<file path="src/sv/mtrs_pkg.sv">
// Shared constants, codes and types of the Modbus TCP register read server.
package mtrs_pkg;

  localparam int TBL_ENTRIES = 64;
  localparam int TBL_AW      = $clog2(TBL_ENTRIES);
  localparam int MAX_QTY     = 125;
  localparam int FRAME_BYTES = 12;
  localparam int FILL_W      = $clog2(FRAME_BYTES + 1);
  localparam int VBUF_DEPTH  = 128;
  localparam int VBUF_AW     = $clog2(VBUF_DEPTH);

  localparam logic [1:0] CMD_BYTE  = 2'd0;
  localparam logic [1:0] CMD_LOAD  = 2'd1;
  localparam logic [1:0] CMD_CLEAR = 2'd2;

  localparam logic [2:0] ST_DATA      = 3'd0;
  localparam logic [2:0] ST_EXCEPTION = 3'd1;
  localparam logic [2:0] ST_BAD_SIZE  = 3'd2;
  localparam logic [2:0] ST_BAD_PROTO = 3'd3;
  localparam logic [2:0] ST_BAD_LEN   = 3'd4;
  localparam logic [2:0] ST_STORED    = 3'd5;
  localparam logic [2:0] ST_FULL      = 3'd6;
  localparam logic [2:0] ST_CLEARED   = 3'd7;

  localparam logic [7:0] FUNC_HOLDING = 8'h03;
  localparam logic [7:0] FUNC_INPUT   = 8'h04;
  localparam logic [7:0] EXC_FLAG     = 8'h80;
  localparam logic [7:0] EXC_FUNC     = 8'h01;
  localparam logic [7:0] EXC_ADDR     = 8'h02;
  localparam logic [7:0] EXC_VALUE    = 8'h03;
  localparam logic [15:0] MBAP_LEN    = 16'd6;

  typedef enum logic [1:0] {T_IDLE, T_READ, T_CMP} tbl_state_t;

  typedef enum logic [3:0] {
    S_IDLE, S_CHECK, S_LOADGO, S_LOAD, S_LOOK, S_LWAIT, S_HDR, S_VRD1, S_VRD2, S_VEMIT
  } srv_state_t;

  typedef struct packed {
    logic        kind;
    logic [7:0]  unit;
    logic [15:0] address;
    logic [15:0] value;
  } tbl_entry_t;

  typedef struct packed {
    logic        start;
    logic        kind;
    logic [7:0]  unit;
    logic [15:0] address;
  } srch_req_t;

  typedef struct packed {
    logic              done;
    logic              found;
    logic [TBL_AW-1:0] hit_idx;
    logic              free_found;
    logic [TBL_AW-1:0] free_idx;
  } srch_rsp_t;

  typedef struct packed {
    logic              en;
    logic [TBL_AW-1:0] idx;
    tbl_entry_t        entry;
  } tbl_wr_t;

endpackage

</file>
<file path="src/sv/mtrs_table.sv">
// Register table memory with valid bits and a one-entry-per-step key search unit.
module mtrs_table
  import mtrs_pkg::*;
(
  input  logic       clk,
  input  logic       rst,
  input  srch_req_t  req,
  input  tbl_wr_t    wr,
  input  logic       clear,
  output srch_rsp_t  rsp,
  output logic [15:0] hit_value
);

  tbl_entry_t        mem [TBL_ENTRIES];
  logic [TBL_ENTRIES-1:0] valid;
  tbl_entry_t        rdata;
  tbl_state_t        state, state_next;
  logic [TBL_AW-1:0] idx;
  logic              key_kind;
  logic [7:0]        key_unit;
  logic [15:0]       key_address;
  logic              match;
  logic              last_idx;

  always_ff @(posedge clk) begin
    if (wr.en) begin
      mem[wr.idx] <= wr.entry;
    end
    if (state == T_READ) begin
      rdata <= mem[idx];
    end
  end

  assign match = valid[idx] && rdata.kind == key_kind && rdata.unit == key_unit
                 && rdata.address == key_address;
  assign last_idx = idx == TBL_AW'(TBL_ENTRIES - 1);

  always_comb begin
    state_next = state;
    unique case (state)
      T_IDLE: if (req.start) state_next = T_READ;
      T_READ: state_next = T_CMP;
      T_CMP: begin
        if (match || last_idx) state_next = T_IDLE;
        else state_next = T_READ;
      end
      default: state_next = T_IDLE;
    endcase
  end

  always_ff @(posedge clk) begin
    if (rst) begin
      state    <= T_IDLE;
      valid    <= '0;
      rsp.done <= 1'b0;
    end else begin
      state    <= state_next;
      rsp.done <= 1'b0;
      if (clear) begin
        valid <= '0;
      end else if (wr.en) begin
        valid[wr.idx] <= 1'b1;
      end
      unique case (state)
        T_IDLE: begin
          if (req.start) begin
            idx            <= '0;
            key_kind       <= req.kind;
            key_unit       <= req.unit;
            key_address    <= req.address;
            rsp.found      <= 1'b0;
            rsp.free_found <= 1'b0;
          end
        end
        T_READ: ;
        T_CMP: begin
          // The first free slot is remembered in case the key is not present.
          if (!valid[idx] && !rsp.free_found) begin
            rsp.free_found <= 1'b1;
            rsp.free_idx   <= idx;
          end
          if (match) begin
            rsp.found   <= 1'b1;
            rsp.hit_idx <= idx;
            hit_value   <= rdata.value;
            rsp.done    <= 1'b1;
          end else if (last_idx) begin
            rsp.done <= 1'b1;
          end else begin
            idx <= idx + 1'b1;
          end
        end
        default: ;
      endcase
    end
  end

  a_done_after_cmp: assert property (@(posedge clk) disable iff (rst)
    rsp.done |-> $past(state) == T_CMP) else $error("search done without compare");
  a_hit_valid: assert property (@(posedge clk) disable iff (rst)
    rsp.done && rsp.found |-> valid[rsp.hit_idx]) else $error("hit on invalid entry");
  a_free_empty: assert property (@(posedge clk) disable iff (rst)
    rsp.done && !rsp.found && rsp.free_found |-> !valid[rsp.free_idx])
    else $error("free slot reported while valid");

endmodule

</file>
<file path="config.mk">
export PLATFORM = sky130hd
export DESIGN_NAME = mtrs_table
export DESIGN_NICKNAME = d
export VERILOG_FILES = /design/src/sv/mtrs_pkg.sv /design/src/sv/mtrs_table.sv
export SDC_FILE = /design/constraint.sdc
export NUM_CORES = 2
export LEC_CHECK = 0
export BUFFER_PORTS_ARGS = -buffer_cell sky130_fd_sc_hd__buf_2
export CAP_MARGIN = 10
export CORE_MARGIN = 2
export CORE_UTILIZATION = 30
export DETAILED_ROUTE_END_ITERATION = 7
export PLACE_DENSITY_LB_ADDON = 0.05
export SETUP_SLACK_MARGIN = 0.2
export SLEW_MARGIN = 20
export SYNTH_ARGS = -nofsm -noshare
export SYNTH_HDL_FRONTEND = slang
export SYNTH_SLANG_ARGS = --single-unit
</file>
<file path="constraint.sdc">
create_clock -name clk -period 6.7 [get_ports clk]
set_input_delay 0.67 -clock clk [delete_from_list [all_inputs] [get_ports clk]]
set_output_delay 0.67 -clock clk [all_outputs]
set_load 0.01 [all_outputs]
</file>
==> results.md <==
- The dominant cell type by area after synthesis is sky130_fd_sc_hd__edfxtp_1.
- Relative to the synthesized area, the layout overhead comes to 17.1%.
- Counting instances, the worst hold path has a depth of 1.
- Yosys printed 0 warnings.
- The final core utilization is 0.352.
- The run finished with clean final reports.
- The clock-pin slew on the worst setup and hold paths is roughly 0.060 ns.
- The vias per cell is just over 5.
- The most frequent standard cell in the layout excluding fill and tap cells is sky130_fd_sc_hd__edfxtp_1.
- The switching share of power is 0.213.
- Data on the critical path is required at its endpoint by around 7.3 ns.
- The share of power burned in combinational logic is 0.039.
- The via count of the first global-routing pass is between 50,000 and 60,000.
- In this run, synthesis produced a sequential element count of between 2,000 and 3,000.
- STA classifies the critical path startpoint as a flop.
- The number of cells on the worst reg-to-reg path is 7.
- The synthesized instance count is between 4,000 and 5,000.
- The placed wire-length estimate after detailed placement is approximately 190 mm.
- The startpoint-to-endpoint class of the critical path is reg2reg.
- The number of different library cells in the post-synthesis netlist is 38.
- The post-synth net total is 4,338.
- The pin count of the biggest net entering global routing is 106.
- The clock drives about 2,800 sinks.
- The routed length per instance is 35.9 um.
- The overall global routing resource usage is 0.191.
- The length of the first detailed-routing pass in iterations is 5.
- The number of antenna violations at the first check in global routing is 19.
- Power spread over the standard cell area amounts to slightly above 300 nW/um^2.
- The starting density of the core is 0.301.
- The die is roughly 600 um tall.
- The core area is 352,000 um^2.
- At the pin with the least slew margin, the transition time is between 1 and 1.5 ns.
- Data on the critical path arrives at its endpoint at about 4.8 ns.
- The area of the mapped netlist is about 110,000 um^2.
- The starting DRC count in detailed routing is roughly 4,300.
- The number of port buffers is roughly 110.
- The cts-stage hold buffer count is 24.
- The number of slew-limit violations in the final report is 0.
- Once detail routing completed, the nets flagged for antenna violations numbered 0.
- STA classifies the critical path endpoint as a flop.
- In the layout the commonest cells are sky130_fd_sc_hd__edfxtp_1, sky130_fd_sc_hd__mux4_2, sky130_fd_sc_hd__clkbuf_16.
- After clock tree synthesis, the setup repair step added 0 buffers.
- Summed over all layers, the global routing overflow is 0.
- The clock latency reported for the late side of the worst-skew pair is approximately 0.93 ns.
- TritonCTS built the clock tree.
- The final period utilization is 0.625.
- The sequential-to-total area share from yosys stat is 0.787.
- The count of final setup violators is 0.
- The post-synthesis area per instance is approximately 25 um^2.
- After filler insertion, the fill cell instance count of the layout stands at approximately 32,000.
- The number of nets in the finished design is between 4,000 and 5,000.
- The maximum clock rate is ~240 MHz.
- The number of resized instances in the post-cts repair step is 0.
- Of the post-synthesis cell area, the dominant cell type holds 0.774.
- The relative slew slack is 0.249.
- In this run the count of I/O pins placed on the die edge is 108.
- The net load switching power is about 8.1 mW.
- The final hold violation count is 0.
- The root buffer cell chosen for the clock tree is sky130_fd_sc_hd__clkbuf_16.
- By area the synthesized netlist is led by sky130_fd_sc_hd__edfxtp_1, sky130_fd_sc_hd__mux4_2, sky130_fd_sc_hd__dfxtp_1.
- The maximum level of the CTS H-tree is 5.
- The clock share of power is 0.452.
- The tightest hold path in the finished design has a slack of ~0.067 ns.
- The internal power of the cells totals ~30 mW.
- The worst clock skew on the final layout is 0.0477 ns.
- The floorplan step set the die width to between 500 and 600 um.
- The min-delay analysis places its worst path in the category in2reg.
- Across the run, the number of max-cap violations was 0.
- The number of clock buffers added by TritonCTS is 326.
- The number of synthesized flops with an enable pin is 2,726.
- The clock passes through at most 4 buffers.
- Of the total power, registers draw 0.509.
- The placer's final routability congestion estimate is roughly 0.7.
- The first global-routing pass estimated between 400 and 500 mm of wire.
- The largest vdd supply drop is 0.183 mV.
- After floorplanning, the core was divided into 218 placement rows.
- In the synthesized netlist the async set-or-reset flop fraction comes to 0.
- For this run, design rule violations remaining after detail routing come to 0.
- The total via count after detailed routing is approximately 48,000.
- For this run, the leading register cell type out of synthesis is sky130_fd_sc_hd__edfxtp_1.
- The die covers 357,000 um^2.
- The minimum clock period is 4.19 ns.
- The static leakage is roughly 38 nW.
- The total wire length after detailed routing is between 300 and 400 mm.
- The critical-path maximum fanout is 68.
- Setup repair after global routing left no endpoint under its margin.
- The proportion of layout cells with a drive suffix above 1 is 0.330.
- The final total negative setup slack is 0 ns.
==> through the flow <==
stage	cells	setup WS, ns	power (mW)	cell area [um^2]
after floorplan	4260	2.18	20.5	106000
after global placement	8944	2.30	21.3	113000
after detailed placement	8948	2.36	21.3	113000
after CTS	9560	2.36	38.7	124000
after global routing	9564	2.25	39.4	124000
final	9567	2.51	38.1	124000
==> synthesized netlist by cell type (12+ instances only) <==
master / number
sky130_fd_sc_hd__buf_1: 23
sky130_fd_sc_hd__buf_4: 18
sky130_fd_sc_hd__xnor2_1: 14
sky130_fd_sc_hd__buf_2: 69
sky130_fd_sc_hd__o21a_1: 65
sky130_fd_sc_hd__a211oi_1: 35
sky130_fd_sc_hd__mux4_2: 839
sky130_fd_sc_hd__a21oi_1: 35
sky130_fd_sc_hd__edfxtp_1: 2726
sky130_fd_sc_hd__nor2b_1: 44
sky130_fd_sc_hd__mux2i_1: 40
sky130_fd_sc_hd__nand3_1: 12
sky130_fd_sc_hd__clkbuf_1: 110
sky130_fd_sc_hd__xor2_1: 15
sky130_fd_sc_hd__nor2_1: 76
sky130_fd_sc_hd__dfxtp_1: 67
==> registers in the layout, summed over array words and instances (netlist names) <==
signal and cells:
hit_value 16, idx 6, state 2, key_unit 8, mem 2624, key_address 16, valid 64, key_kind 1
rsp 15, rdata 41
==> area by class of cell <==
type / instances / area [um^2] / share of cell area
flip-flops and latches: 2793 / 83200 / 0.672
clock inverters: 149 / 1200 / 0.00971
clock buffers: 439 / 8970 / 0.0725
repair buffers: 319 / 2650 / 0.0214
diodes: 5 / 12.5 / 0.000101
multi-input cells: 1240 / 22000 / 0.178
well taps: 4620 / 5780 / 0.0467
inverters: 2 / 7.51 / 0.0000606
==> worst max-delay path, cell delays in order, from the launching register on <==
cell and delay (ns):
sky130_fd_sc_hd__edfxtp_1 0.74, sky130_fd_sc_hd__buf_4 0.37, sky130_fd_sc_hd__buf_12 0.37, sky130_fd_sc_hd__mux4_2 0.60
sky130_fd_sc_hd__mux4_2 0.47, sky130_fd_sc_hd__nor2b_1 0.18, sky130_fd_sc_hd__a211oi_1 0.78, sky130_fd_sc_hd__a21oi_1 0.11
==> routing by layer <==
metal,vias up,share of wire,track usage,wire (um)
li1,19377,-,-,-
met5,-,0.000038,0,13
met4,2,0.024,0.0462,8280
met3,450,0.033,0.0205,11300
met1,27513,0.43,0.255,149000
met2,1040,0.51,0.332,175000
==> kinds of logic (layout without fill, tap and decap cells) <==
logic type,Yosys count,in the layout,share of synthesized area
DFF,2793,2793,0.787
muxes,881,881,0.183
buffers and inverters,227,909,0.00987
and+or+nand+nor,181,181,0.00852
AOI/OAI and AO/OA,148,148,0.00964
xor gates and xnor gates,29,29,0.00240
adders and majority gates,1,1,0.000118
other,0,5,0
==> path summary, 6_finish.rpt <==
check	slack, ns	end	from
max	2.51	rdata[15]$_DFFE_PN_	idx[0]$_SDFFCE_PN0P_
min	0.07	key_unit[7]$_DFFE_PP_	req[23]
max reg2reg	2.51	rdata[15]$_DFFE_PN_	idx[0]$_SDFFCE_PN0P_
min reg2reg	0.44	hit_value[5]$_DFFE_PP_	rdata[5]$_DFFE_PN_
==> power by group through the flow <==
stage / sequential [mW] / clock (mW) / combinational, mW
floorplan: 19.7 / 0 / 0.832
global placement: 19.8 / 0 / 1.53
detailed placement: 19.8 / 0 / 1.54
CTS: 19.4 / 17.8 / 1.55
global route: 19.4 / 18.4 / 1.62
finish: 19.4 / 17.2 / 1.50
Note: power is estimated with default switching activity, not from simulation.
